<file path="src/rtl/core/hwa_pkg.sv">
`timescale 1ns / 1ps

package hwa_pkg;

    // Datapath widths
    localparam int AW = 48;     // dividend / numerator width, signed
    localparam int BW = 32;     // projective term width, signed

    // Config register indexes
    localparam logic [1:0] CFG_DST_HEIGHT = 2'd0;
    localparam logic [1:0] CFG_SRC_WIDTH  = 2'd1;
    localparam logic [1:0] CFG_SRC_HEIGHT = 2'd2;
    localparam logic [10:0] CFG_RESET_DIM = 11'd1024;

    // Homography coefficients, Q.24, rounded to nearest
    localparam logic signed [AW-1:0] H00 = 48'sd3269879;
    localparam logic signed [AW-1:0] H01 = 48'sd44075424;
    localparam logic signed [AW-1:0] H10 = -48'sd21367462;
    localparam logic signed [AW-1:0] H11 = 48'sd19919589;
    localparam logic signed [AW-1:0] H20 = 48'sd5033;
    localparam logic signed [AW-1:0] H21 = -48'sd50332;
    // Offsets are doubled to match the doubled coordinates
    localparam logic signed [AW-1:0] C02 = -48'sd13747733974;
    localparam logic signed [AW-1:0] C12 = 48'sd17576103406;
    localparam logic signed [AW-1:0] C22 = 48'sd33554432;

    // Boundary lines, constants scaled by 10000, doubled coordinates
    localparam int L1_LIM = 3547199;
    localparam int L2_OFS = 1471;
    localparam int L3_OFS = 6162499;
    localparam int L4_LIM = 842697;

    typedef struct packed {
        logic                 ok;
        logic signed [AW-1:0] a_col;
        logic signed [AW-1:0] a_row;
        logic signed [BW-1:0] b;
    } t_div_in;

endpackage

</file>
<file path="src/rtl/core/hwa_div.sv">
`timescale 1ns / 1ps

// Two-lane pipelined restoring divider sharing one divisor.
// Stage 0 forces a positive divisor, stage 1 range-checks, then one bit a stage.
module hwa_div #(
    parameter int QW = 10
) (
    input  logic              i_clk,
    input  logic              i_rst_n,
    input  logic              i_valid,
    output logic              o_ready,
    input  hwa_pkg::t_div_in  i_div,
    output logic              o_valid,
    input  logic              i_ready,
    output logic              o_ok,
    output logic [QW-1:0]     o_q_col,
    output logic [QW-1:0]     o_q_row
);

    localparam int NS = QW + 2;

    typedef struct packed {
        logic                          ok;
        logic signed [hwa_pkg::AW-1:0] rc;
        logic signed [hwa_pkg::AW-1:0] rr;
        logic signed [hwa_pkg::AW-1:0] bs;
        logic [QW-1:0]                 qc;
        logic [QW-1:0]                 qr;
    } t_dst;

    t_dst r_st [NS];
    t_dst n_st [NS];
    logic [NS-1:0] r_v;
    logic [NS:0]   w_rdy;

    function automatic t_dst bit_step(input t_dst s, input int sh);
        t_dst o;
        logic signed [hwa_pkg::AW-1:0] dsh;
        logic gc, gr;
        o   = s;
        dsh = s.bs <<< sh;
        gc  = s.rc >= dsh;
        gr  = s.rr >= dsh;
        if (gc) o.rc = s.rc - dsh;
        if (gr) o.rr = s.rr - dsh;
        o.qc = QW'({s.qc, gc});
        o.qr = QW'({s.qr, gr});
        return o;
    endfunction

    always_comb begin
        logic neg;
        logic signed [hwa_pkg::AW-1:0] bx, lim;
        neg = i_div.b[hwa_pkg::BW-1];
        bx  = hwa_pkg::AW'(i_div.b);
        n_st[0].ok = i_div.ok;
        n_st[0].rc = neg ? -i_div.a_col : i_div.a_col;
        n_st[0].rr = neg ? -i_div.a_row : i_div.a_row;
        n_st[0].bs = neg ? -bx : bx;
        n_st[0].qc = '0;
        n_st[0].qr = '0;

        // quotient must fit in QW bits, dividends non-negative
        lim = r_st[0].bs <<< QW;
        n_st[1]    = r_st[0];
        n_st[1].ok = r_st[0].ok && !r_st[0].rc[hwa_pkg::AW-1]
                  && !r_st[0].rr[hwa_pkg::AW-1]
                  && (r_st[0].rc < lim) && (r_st[0].rr < lim);

        for (int k = 0; k < QW; k++) begin
            n_st[k+2] = bit_step(r_st[k+1], QW - 1 - k);
        end
    end

    always_comb begin
        w_rdy[NS] = i_ready;
        for (int k = NS - 1; k >= 0; k--) begin
            w_rdy[k] = !r_v[k] || w_rdy[k+1];
        end
    end

    always_ff @(posedge i_clk) begin
        if (!i_rst_n) begin
            r_v <= '0;
        end else begin
            if (w_rdy[0]) r_v[0] <= i_valid;
            for (int k = 1; k < NS; k++) begin
                if (w_rdy[k]) r_v[k] <= r_v[k-1];
            end
        end
    end

    always_ff @(posedge i_clk) begin
        for (int k = 0; k < NS; k++) begin
            if (w_rdy[k]) r_st[k] <= n_st[k];
        end
    end

    assign o_ready = w_rdy[0];
    assign o_valid = r_v[NS-1];
    assign o_ok    = r_st[NS-1].ok;
    assign o_q_col = r_st[NS-1].qc;
    assign o_q_row = r_st[NS-1].qr;

endmodule

</file>
<file path="config.mk">
export PLATFORM = sky130hd
export DESIGN_NAME = hwa_div
export DESIGN_NICKNAME = d
export VERILOG_FILES = /design/src/rtl/core/hwa_pkg.sv /design/src/rtl/core/hwa_div.sv
export SDC_FILE = /design/constraint.sdc
export NUM_CORES = 2
export LEC_CHECK = 0
export ABC_CLOCK_PERIOD_IN_PS = 18600
export BUFFER_PORTS_ARGS = -buffer_cell sky130_fd_sc_hd__buf_2
export CORE_MARGIN = 2
export CORE_UTILIZATION = 55
export CTS_CLUSTER_DIAMETER = 60
export DETAILED_ROUTE_END_ITERATION = 8
export PLACE_DENSITY = 0.8
export RECOVER_POWER = 100
export SYNTH_ARGS = -nofsm -noshare
export SYNTH_HDL_FRONTEND = slang
export SYNTH_SLANG_ARGS = --single-unit
</file>
<file path="constraint.sdc">
create_clock -name i_clk -period 18.6 [get_ports i_clk]
set_input_delay 4.65 -clock i_clk [delete_from_list [all_inputs] [get_ports i_clk]]
set_output_delay 4.65 -clock i_clk [all_outputs]
set_load 0.005 [all_outputs]
</file>
==> flow_summary.toml <==
[outcome]
status = "complete, but fails checks"
violations = "max-capacitance violations, max-slew violations"

[pwr]
power_switching_mw = 9.282
netSwitchingFraction = 0.4093
max-vdd-ir-drop_v = 0.0001132
p_leak_nw = 49.74
power.density_nw_per_um2 = 190.5
power_frac_seq = 0.305
combPwrFrac = 0.531
p_clk_frac = 0.164
p_int_mw = 13.40

[layout]
fin_util = 0.6023
drive_gt1_frac = 0.07345
syn2layout_area_growth_pct = 8.618
seqCellArea_um2 = 51470
fillers = 15790
nets = 11490
multi_input_area_um2 = 54160
diodes = 0

[floorplan]
die_area_um2 = 202800
num_rows = 163
die_height_um = 450.4
core-area_um2 = 197600
io-pin-count = 156
die_w_um = 450.4
start_util = 0.5545

[global_routing]
grt_overflow_total = 0
use_met1 = 0.3044
grt_pass1_vias = 80500
gr-usage-met3 = 0.02553
grt_usage = 0.2777
grt_max_degree = 88
grtUsageMet2 = 0.5133
antenna_found_initial = 1
busiest_layer = "met2"
grt_first_pass_wirelength_mm = 439.8

[yosys]
yosysUniqueCellTypes = 91
yosysWarnings = 0
synth_flop_cell = "edfxtp_1"
synth.top_cell.area_share = 0.4675
synth_area_leader_cell = "edfxtp_1"
synth_edf_count = 1706
postSynthCellCount = 10300
syn_area_per_cell_um2 = 10.64
synthTopCellsByArea = "edfxtp_1 47%, ha_1 11%, a21oi_1 4.4%, xnor2_1 4.2%, mux2_2 4.0%"
netlist_area_um2 = 109600
synth_async_sr_flop_share = 0
yosysSeqAreaShare = 0.4697
synth_seq_cells = 1718

[cts]
clk_latency_ns = 0.87
clockBufferDepth = 3
clkTransAtPathRegs_ns = 0.06
post_cts_buffers = 0
cts-root-buf = "clkbuf_16"
cts.sinks = 1718
h-tree-depth = 4
cts_hold_buf = 0
cts_tree = "built"
cts.repair.resized = 0
cts_buffers = 187

[job]
maxCapViolations = 46

[worst_setup_path]
crit_fanout = 32
startpoint_type = "input port"
reg2reg_depth = 12
cp-end-kind = "primary output"
critPathKind = "input port to primary output"
worstPathRequired_ns = 13.95
startpoint = "i_ready"
reg2reg_from = "r_v[11]"
r2r_end = "r_st[0][41]"
endpoint = "o_ready"
worst-r2r-setup-slack_ns = 8.96
critPathArrivalTime_ns = 9.20

[sta]
slew-limit-headroom = -1.829
fmax_ghz = 0.07219
min_period_ns = 13.85
setup_tns_ns = 0
slew_viol_final = 2804
setup_violations = 0
rsz0062_at_grt = "no"
finalClockSkew_ns = 0.04586
finalCritPeriodShare = 0.7447
hold_viol_final = 0
worst_pin_slew_ns = 4.243
setup_slack_ns = 4.748

[routing]
dr.pass1.iters = 8
avgRoutedWirePerCell_um = 21.70
drtAntennaViolNets = 0
drt-total-wl_mm = 286.2
drc = 0
vias_per_cell = 5.960
drtIter0Drc = 5717
num_vias = 78630

[worst_hold_path]
hold_class = "flip-flop to flip-flop"

[place]
hpwl_mm = 232.0
place_ws_ns = 5.509
portBuffers = 155
gp_congestion = 1.035
==> critical path, stage by stage <==
cell,delay (ns)
buf_2,0.10
nor2b_1,0.30
and3_1,0.33
and3_1,0.25
and2_0,0.24
nand2_1,0.76
nor2_1,0.64
and3_1,0.29
and2_0,0.35
nand2_1,0.85
buf_2,0.41
==> power by group through the flow <==
stage               Combinational, mW  Sequential (mW)  Clock, mW
floorplan                        9.03             6.58          0
global placement                 11.6             6.94          0
detailed placement               11.8             6.97          0
CTS                              11.9             6.90       3.80
global route                     13.2             7.04       3.94
finish                           12.0             6.93       3.72
==> area by class of cell <==
class / count / area share
timing repair buffer: 223 / 0.009072
inverter: 710 / 0.02245
clock inverter: 128 / 0.01266
sequential: 1718 / 0.4324
tap: 2640 / 0.02775
clock buffer: 220 / 0.04062
multi-input combinational: 7553 / 0.4550
==> routing by layer <==
metal,routed length [µm],vias up
li1,-,38550
met1,110300,37050
met3,9831,751
met5,0,-
met2,145900,2275
met4,20170,0
==> metrics by stage <==
| step | power [mW] | instances | instance area (µm²) | hold slack (ns) |
|---|---|---|---|---|
| after detailed placement | 18.80 | 12840 | 113000 | 0.4045 |
| after global placement | 18.59 | 12840 | 113000 | 0.4006 |
| final | 22.68 | 13190 | 119000 | 0.4115 |
| after CTS | 22.64 | 13190 | 119400 | 0.4057 |
| after global routing | 24.20 | 13190 | 119000 | 0.4181 |
| after floorplan | 15.61 | 10320 | 109600 | 0.4003 |
==> layout by cell type, fill, tap and decap left out, drive strengths merged, types with 39 or more instances in the layout <==
| cell type | synthesis | final |
|---|---|---|
| nand4 | 202 | 202 |
| o21bai | 116 | 116 |
| nand3 | 171 | 171 |
| nand2 | 738 | 738 |
| or3 | 44 | 44 |
| nor2 | 544 | 544 |
| a31oi | 94 | 94 |
| o21a | 84 | 84 |
| xnor2 | 531 | 531 |
| clkbuf | 249 | 285 |
| and2 | 48 | 48 |
| mux2 | 387 | 387 |
| xor2 | 281 | 281 |
| buf | 87 | 158 |
| edfxtp | 1706 | 1706 |
| nor4 | 47 | 47 |
| o21ai | 669 | 669 |
| ha | 947 | 947 |
| clkinv | 0 | 84 |
| a21oi | 968 | 968 |
| o31ai | 93 | 93 |
| nor2b | 120 | 120 |
| a21o | 573 | 573 |
| nor3 | 117 | 117 |
| o211ai | 39 | 39 |
| a21boi | 41 | 41 |
| nand2b | 97 | 97 |
| a211oi | 58 | 58 |
| and3 | 87 | 87 |
| inv | 710 | 719 |
==> worst min path at each step <==
| stage | to | cells after the start | startpoint | slack (ns) |
|---|---|---|---|---|
| after global routing | r_st[2][509] | 0 | r_st[2][343] | 0.42 |
| after global placement | r_st[2][178] | 0 | r_st[2][12] | 0.40 |
| final | r_st[0][223] | 0 | r_st[0][58] | 0.41 |
| after detailed placement | r_st[0][392] | 0 | r_st[0][227] | 0.40 |
| after CTS | r_st[2][509] | 0 | r_st[2][343] | 0.41 |
| after floorplan | r_st[0][223] | 0 | r_st[0][58] | 0.40 |
==> flip-flops by register name, indices dropped and copies added, names as in the netlist <==
| signal | count |
|---|---|
| r_v | 12 |
| r_st | 1706 |
==> cell usage after synthesis, drive strengths merged (249+ instances only) <==
master and instances:
a21oi 968, xnor2 531, o21ai 669, mux2 387, inv 710, a21o 573, edfxtp 1706, xor2 281
clkbuf 249, nor2 544, ha 947, nand2 738
==> cells by family (layout without fill, tap and decap cells) <==
kind of cell,Yosys count,after routing,share of synthesized area
compound gates,3018,3018,0.1724
simple gates,2336,2336,0.1029
flops,1718,1718,0.4697
buf+inv,1046,1281,0.03712
fa+ha+maj,965,965,0.1114
xor+xnor,812,812,0.06490
mux,406,406,0.04150
other cells,1,16,0.00003422
(Power assumes the default switching activity.)
