[src/rtl/core/hwa_pkg.sv]
`timescale 1ns / 1ps

package hwa_pkg;

    // Datapath widths
    localparam int AW = 48;     // dividend / numerator width, signed
    localparam int BW = 32;     // projective term width, signed

    // Config register indexes
    localparam logic [1:0] CFG_DST_HEIGHT = 2'd0;
    localparam logic [1:0] CFG_SRC_WIDTH  = 2'd1;
    localparam logic [1:0] CFG_SRC_HEIGHT = 2'd2;
    localparam logic [10:0] CFG_RESET_DIM = 11'd1024;

    // Homography coefficients, Q.24, rounded to nearest
    localparam logic signed [AW-1:0] H00 = 48'sd3269879;
    localparam logic signed [AW-1:0] H01 = 48'sd44075424;
    localparam logic signed [AW-1:0] H10 = -48'sd21367462;
    localparam logic signed [AW-1:0] H11 = 48'sd19919589;
    localparam logic signed [AW-1:0] H20 = 48'sd5033;
    localparam logic signed [AW-1:0] H21 = -48'sd50332;
    // Offsets are doubled to match the doubled coordinates
    localparam logic signed [AW-1:0] C02 = -48'sd13747733974;
    localparam logic signed [AW-1:0] C12 = 48'sd17576103406;
    localparam logic signed [AW-1:0] C22 = 48'sd33554432;

    // Boundary lines, constants scaled by 10000, doubled coordinates
    localparam int L1_LIM = 3547199;
    localparam int L2_OFS = 1471;
    localparam int L3_OFS = 6162499;
    localparam int L4_LIM = 842697;

    typedef struct packed {
        logic                 ok;
        logic signed [AW-1:0] a_col;
        logic signed [AW-1:0] a_row;
        logic signed [BW-1:0] b;
    } t_div_in;

endpackage

[src/rtl/core/hwa_front.sv]
`timescale 1ns / 1ps

// Coordinate setup, region test, projection and dividend forming: six stages.
module hwa_front #(
    parameter int MAX_DIM = 1024
) (
    input  logic                i_clk,
    input  logic                i_rst_n,
    input  logic                i_valid,
    output logic                o_ready,
    input  logic [9:0]          i_row,
    input  logic [9:0]          i_col,
    input  logic [10:0]         i_dst_height,
    input  logic [10:0]         i_src_height,
    output logic                o_valid,
    input  logic                i_ready,
    output hwa_pkg::t_div_in    o_div
);

    logic [6:1] r_v;
    logic [7:1] w_rdy;

    // stage 1
    logic [9:0] r_row, r_col;
    // stage 2
    logic                 r_ok2;
    logic signed [11:0]   r_x2;
    logic signed [12:0]   r_y2;
    logic                 n_ok2;
    logic signed [11:0]   n_x2;
    logic signed [12:0]   n_y2;
    // stage 3
    logic signed [31:0]   n_xs, n_ys;
    logic                 n_in;
    logic                 r_ok3;
    logic signed [hwa_pkg::AW-1:0] r_t00, r_t01, r_t10, r_t11, r_t20, r_t21;
    // stage 4
    logic signed [hwa_pkg::AW-1:0] n_n0, n_n1, n_d;
    logic                 r_ok4;
    logic signed [hwa_pkg::AW-1:0] r_n0, r_n1;
    logic signed [hwa_pkg::BW-1:0] r_d;
    // stage 5
    logic signed [43:0]   n_p;
    logic signed [hwa_pkg::AW-1:0] n_acol;
    logic                 r_ok5;
    logic signed [hwa_pkg::AW-1:0] r_acol, r_n1b;
    logic signed [hwa_pkg::BW-1:0] r_b, r_db;
    logic signed [43:0]   r_p;
    // stage 6
    hwa_pkg::t_div_in     r_out;

    always_comb begin
        w_rdy[7] = i_ready;
        for (int k = 6; k >= 1; k--) begin
            w_rdy[k] = !r_v[k] || w_rdy[k+1];
        end
    end

    assign o_ready = w_rdy[1];
    assign o_valid = r_v[6];
    assign o_div   = r_out;

    always_ff @(posedge i_clk) begin
        if (!i_rst_n) begin
            r_v <= '0;
        end else begin
            if (w_rdy[1]) r_v[1] <= i_valid;
            for (int k = 2; k <= 6; k++) begin
                if (w_rdy[k]) r_v[k] <= r_v[k-1];
            end
        end
    end

    // frame check and doubled centred coordinates
    always_comb begin
        n_ok2 = ({1'b0, r_row} < i_dst_height) && (32'(r_col) < MAX_DIM);
        n_x2  = $signed({1'b0, r_col, 1'b1});
        n_y2  = $signed({1'b0, i_dst_height, 1'b0}) - $signed({2'b00, r_row, 1'b0})
              - 13'sd1;
    end

    // region test against the four lines
    always_comb begin
        n_xs = 32'(r_x2);
        n_ys = 32'(r_y2);
        n_in = !(8600 * n_ys + 200 * n_xs > hwa_pkg::L1_LIM)
            && !(4 * n_ys > 3 * n_xs - hwa_pkg::L2_OFS)
            && !(7000 * n_ys < 7500 * n_xs - hwa_pkg::L3_OFS)
            && !(2700 * n_ys + 200 * n_xs < hwa_pkg::L4_LIM);
    end

    always_comb begin
        n_n0 = r_t00 + r_t01 + hwa_pkg::C02;
        n_n1 = r_t10 + r_t11 + hwa_pkg::C12;
        n_d  = r_t20 + r_t21 + hwa_pkg::C22;
    end

    always_comb begin
        n_p    = 44'($signed({1'b0, i_src_height})) * 44'(r_d);
        n_acol = (r_n0 <<< 1) - hwa_pkg::AW'(r_d);
    end

    always_ff @(posedge i_clk) begin
        if (w_rdy[1]) begin
            r_row <= i_row;
            r_col <= i_col;
        end
        if (w_rdy[2]) begin
            r_ok2 <= n_ok2;
            r_x2  <= n_x2;
            r_y2  <= n_y2;
        end
        if (w_rdy[3]) begin
            r_ok3 <= r_ok2 && n_in;
            r_t00 <= hwa_pkg::H00 * hwa_pkg::AW'(r_x2);
            r_t01 <= hwa_pkg::H01 * hwa_pkg::AW'(r_y2);
            r_t10 <= hwa_pkg::H10 * hwa_pkg::AW'(r_x2);
            r_t11 <= hwa_pkg::H11 * hwa_pkg::AW'(r_y2);
            r_t20 <= hwa_pkg::H20 * hwa_pkg::AW'(r_x2);
            r_t21 <= hwa_pkg::H21 * hwa_pkg::AW'(r_y2);
        end
        if (w_rdy[4]) begin
            r_ok4 <= r_ok3 && (n_d != '0);
            r_n0  <= n_n0;
            r_n1  <= n_n1;
            r_d   <= hwa_pkg::BW'(n_d);
        end
        if (w_rdy[5]) begin
            r_ok5  <= r_ok4;
            r_acol <= n_acol;
            r_b    <= r_d <<< 1;
            r_db   <= r_d;
            r_n1b  <= r_n1;
            r_p    <= n_p;
        end
        if (w_rdy[6]) begin
            r_out.ok    <= r_ok5;
            r_out.a_col <= r_acol;
            r_out.a_row <= (hwa_pkg::AW'(r_p) <<< 1) - (r_n1b <<< 1)
                         - hwa_pkg::AW'(r_db);
            r_out.b     <= r_b;
        end
    end

endmodule

[config.mk]
export PLATFORM = sky130hd
export DESIGN_NAME = hwa_front
export DESIGN_NICKNAME = d
export VERILOG_FILES = /design/src/rtl/core/hwa_pkg.sv /design/src/rtl/core/hwa_front.sv
export SDC_FILE = /design/constraint.sdc
export NUM_CORES = 2
export LEC_CHECK = 0
export BUFFER_PORTS_ARGS = -buffer_cell sky130_fd_sc_hd__buf_2
export CAP_MARGIN = 20
export CORE_MARGIN = 2
export CORE_UTILIZATION = 55
export CTS_BUF_LIST = sky130_fd_sc_hd__clkbuf_2
export DETAILED_ROUTE_END_ITERATION = 12
export PLACE_DENSITY = 0.71
export SKIP_LAST_GASP = 1
export SYNTH_ARGS = -nofsm -noshare
export SYNTH_HDL_FRONTEND = slang
export SYNTH_SLANG_ARGS = --single-unit
[constraint.sdc]
create_clock -name i_clk -period 16 [get_ports i_clk]
set_input_delay 0.8 -clock i_clk [delete_from_list [all_inputs] [get_ports i_clk]]
set_output_delay 0.8 -clock i_clk [all_outputs]
set_load 0.05 [all_outputs]
==> flow_metrics.py <==
metrics = {
    "outcome": {
        "status": "complete, no violations",
    },
    "cts": {
        "clk_pin_slew_worst_paths_ns": 0.12,
        "cts_tree": "done",
        "cts.sinks": 652,
        "cts_inserted_buffers": 176,
        "cts_buffer_depth": 3,
        "clk_latency_ns": 1.71,
        "root_buffer": "clkbuf_2",
        "h-tree-depth": 4,
    },
    "synthesis": {
        "yosys-top-cells-count": "inv_1 (1523), ha_1 (1173), fa_1 (950)",
        "synth-simple-area-share": 0.0912,
        "synthMuxAreaShare": 0.00178,
        "synth_seq_cells": 652,
        "synth_xor_area_frac": 0.0616,
        "async_reset_ff_frac": 0,
        "synth_cell_types": 118,
        "avgSynthCellArea_um2": 10.4,
        "yosysSeqAreaShare": 0.241,
        "synth_fa_ha_area_frac": 0.417,
        "netlist_area_mm2": 0.0809,
        "synthFlopType": "edfxtp_1",
        "synth_compound_gate_area_share": 0.111,
        "synth_top_area_frac": 0.240,
        "synth_area_leader_cell": "edfxtp_1",
        "synth_area_leaders": "edfxtp_1 (24%), fa_1 (24%), ha_1 (18%)",
        "postSynthCellCount": 7812,
        "synth_top_family_by_area": "adder cells",
        "yosys_warnings": 0,
        "synth_most_common_cell": "inv_1",
        "synth-edff-count": 646,
    },
    "sta": {
        "fin_crit_sh": 0.508,
        "maxSlewViolCount": 0,
        "tns_ns": 0,
        "slew_headroom": 0.242,
        "hold_viol_final": 0,
        "skew_ns": 0.160,
        "final-setup-viol-count": 0,
        "tightest_slew_ns": 1.14,
        "max_freq_mhz": 123,
        "period_needed_ns": 8.13,
        "rsz0062_at_grt": "false",
    },
    "cells_and_area": {
        "num-fill-cells": 12400,
        "layout-drive-gt1-share": 0.0745,
        "multi_input_area_mm2": 0.0552,
        "synthToLayoutAreaGrowth_pct": 6.98,
        "final_util": 0.593,
        "ff_latch_area_mm2": 0.0195,
        "final_net_count": 10300,
    },
    "worst_setup_path": {
        "r2r_slack_ns": 7.87,
        "worstPathMaxFanout": 16,
        "critical-path-max-stage-delay_ns": 0.81,
        "cp.arrival_ns": 9.52,
        "path_class": "flop to flop",
        "cp_slowest_cell": "ha_1",
        "critPathLaunchType": "flop",
        "cp_common_cell": "inv_1",
        "required_ns": 17.38,
        "cp-end-kind": "flop",
    },
    "die": {
        "initial_utilization": 0.554,
        "ios": 177,
        "fp.dieH_um": 388,
        "rows": 140,
        "die_area_mm2": 0.150,
        "die_w_um": 388,
        "fp.coreArea_mm2": 0.146,
    },
    "grt": {
        "grt_pass1_wl_um": 339000,
        "overflow": 0,
        "grt_pass1_vias": 60000,
        "antenna_found_initial": 11,
        "grt_util_all_layers": 0.294,
        "grt_max_degree": 81,
    },
    "flow_run": {
        "maxCapViolations": 0,
    },
    "placed_design": {
        "gp_congestion": 1.02,
        "portBuffers": 172,
        "dp_hpwl_um": 179000,
    },
    "hold_path": {
        "worstHoldPathType": "primary input to flop",
    },
    "route": {
        "drt_iter0_markers": 3445,
        "drcViolationCount": 0,
        "routedWlPerCell_um": 21.2,
        "wirelength_um": 217000,
        "detail-route-antenna-nets": 0,
        "num_vias": 57400,
        "vias_per_cell": 5.61,
        "firstDrtPassIters": 10,
    },
}
cell families (layout without fill, tap and decap cells):
logic type / count (synthesis) / in the layout
XOR/XNOR: 568 / 568
AND/OR/NAND/NOR: 1469 / 1469
adder cells (fa/ha/maj): 2123 / 2123
AO/OA/AOI/OAI: 1348 / 1348
other: 2 / 14
flip-flops: 652 / 652
multiplexers: 14 / 14
buffers and inverters: 1636 / 2131
layer usage:
metal / part of all wire / GRT usage / vias to the layer above
met3: 0.064 / 0.0512 / 406
met4: 0.049 / 0.132 / 0
met2: 0.47 / 0.489 / 1837
met5: 0 / 0 / -
met1: 0.42 / 0.376 / 28300
li1: - / - / 26900
layout make-up:
class / count / share of cell area
timing repair buffer: 292 / 0.0226
inverter: 1524 / 0.0662
multi-input combinational: 5526 / 0.638
clock buffer: 236 / 0.0136
tap: 1917 / 0.0277
sequential: 652 / 0.226
clock inverter: 79 / 0.00607
antenna: 10 / 0.000289
flip-flops by register name, summed over array words and instances (netlist names), 12 cells and up:
register and flops:
r_n1b 46, r_t11 38, r_d 31, r_n0 46, r_t01 32, r_db 30, r_t10 36, r_acol 47
r_y2 12, r_n1 46, r_t21 26, r_t20 22, o_div 124, r_t00 32, r_p 44
what timing repair did:
item | CTS | global route
hold buffers | 76 | 0
resized for setup | 0 | 0
hold endpoints to repair | 108 | 0
setup buffers | 0 | 0
cells in the final DEF (no fill, tap or decap), types with 11 or more instances in the layout:
master	count
a211oi_1	46
a21boi_0	13
a21o_1	193
a21oi_1	393
a31o_2	12
a31oi_1	49
a41oi_1	14
and2_1	197
and3_1	58
buf_2	172
buf_4	44
clkbuf_2	236
clkinv_1	40
clkinv_2	21
dlygate4sd3_1	76
edfxtp_1	646
fa_1	950
ha_1	1173
inv_1	1520
mux2i_1	11
nand2_1	381
nand2b_1	86
nand3_1	94
nand4_1	39
nor2_1	302
nor2b_1	82
nor3_1	100
nor4_1	11
o211ai_1	23
o21a_1	87
o21ai_0	220
o21ai_1	17
o21bai_1	79
o31ai_1	27
or2_2	40
or3_1	22
xnor2_1	408
xor2_1	159
worst max-delay path: cells and delay by family, from the launching register on:
kind / cells / cell delay [ns]
AOI/OAI and AO/OA: 8 / 1.83
and+or+nand+nor: 5 / 1.05
adders and majority gates: 7 / 3.48
DFF: 1 / 0.35
xor gates and xnor gates: 2 / 0.38
buffers and inverters: 6 / 0.80
path summary, 6_finish.rpt:
path	from	end	cells past startpoint
setup / recovery	r_x2[9]	r_ok3	28
hold / removal	i_dst_height[8]	r_y2[9]	5
setup reg to reg	r_x2[9]	r_ok3	28
hold reg to reg	r_n1[40]	r_n1b[40]	0
metrics by stage:
stage	hold WS, ns	area, um2	setup WS [ns]	instances
floorplan	0.400	80900	8.78	7814
global placement	0.401	84100	8.08	9835
detailed placement	0.405	84100	7.97	9835
CTS	0.0303	86500	7.91	10200
global route	0.156	86500	7.33	10200
finish	0.278	86500	7.87	10200
Power is not shown: default switching activity piles up to over one toggle a cycle in this logic, so the estimate is an artifact.
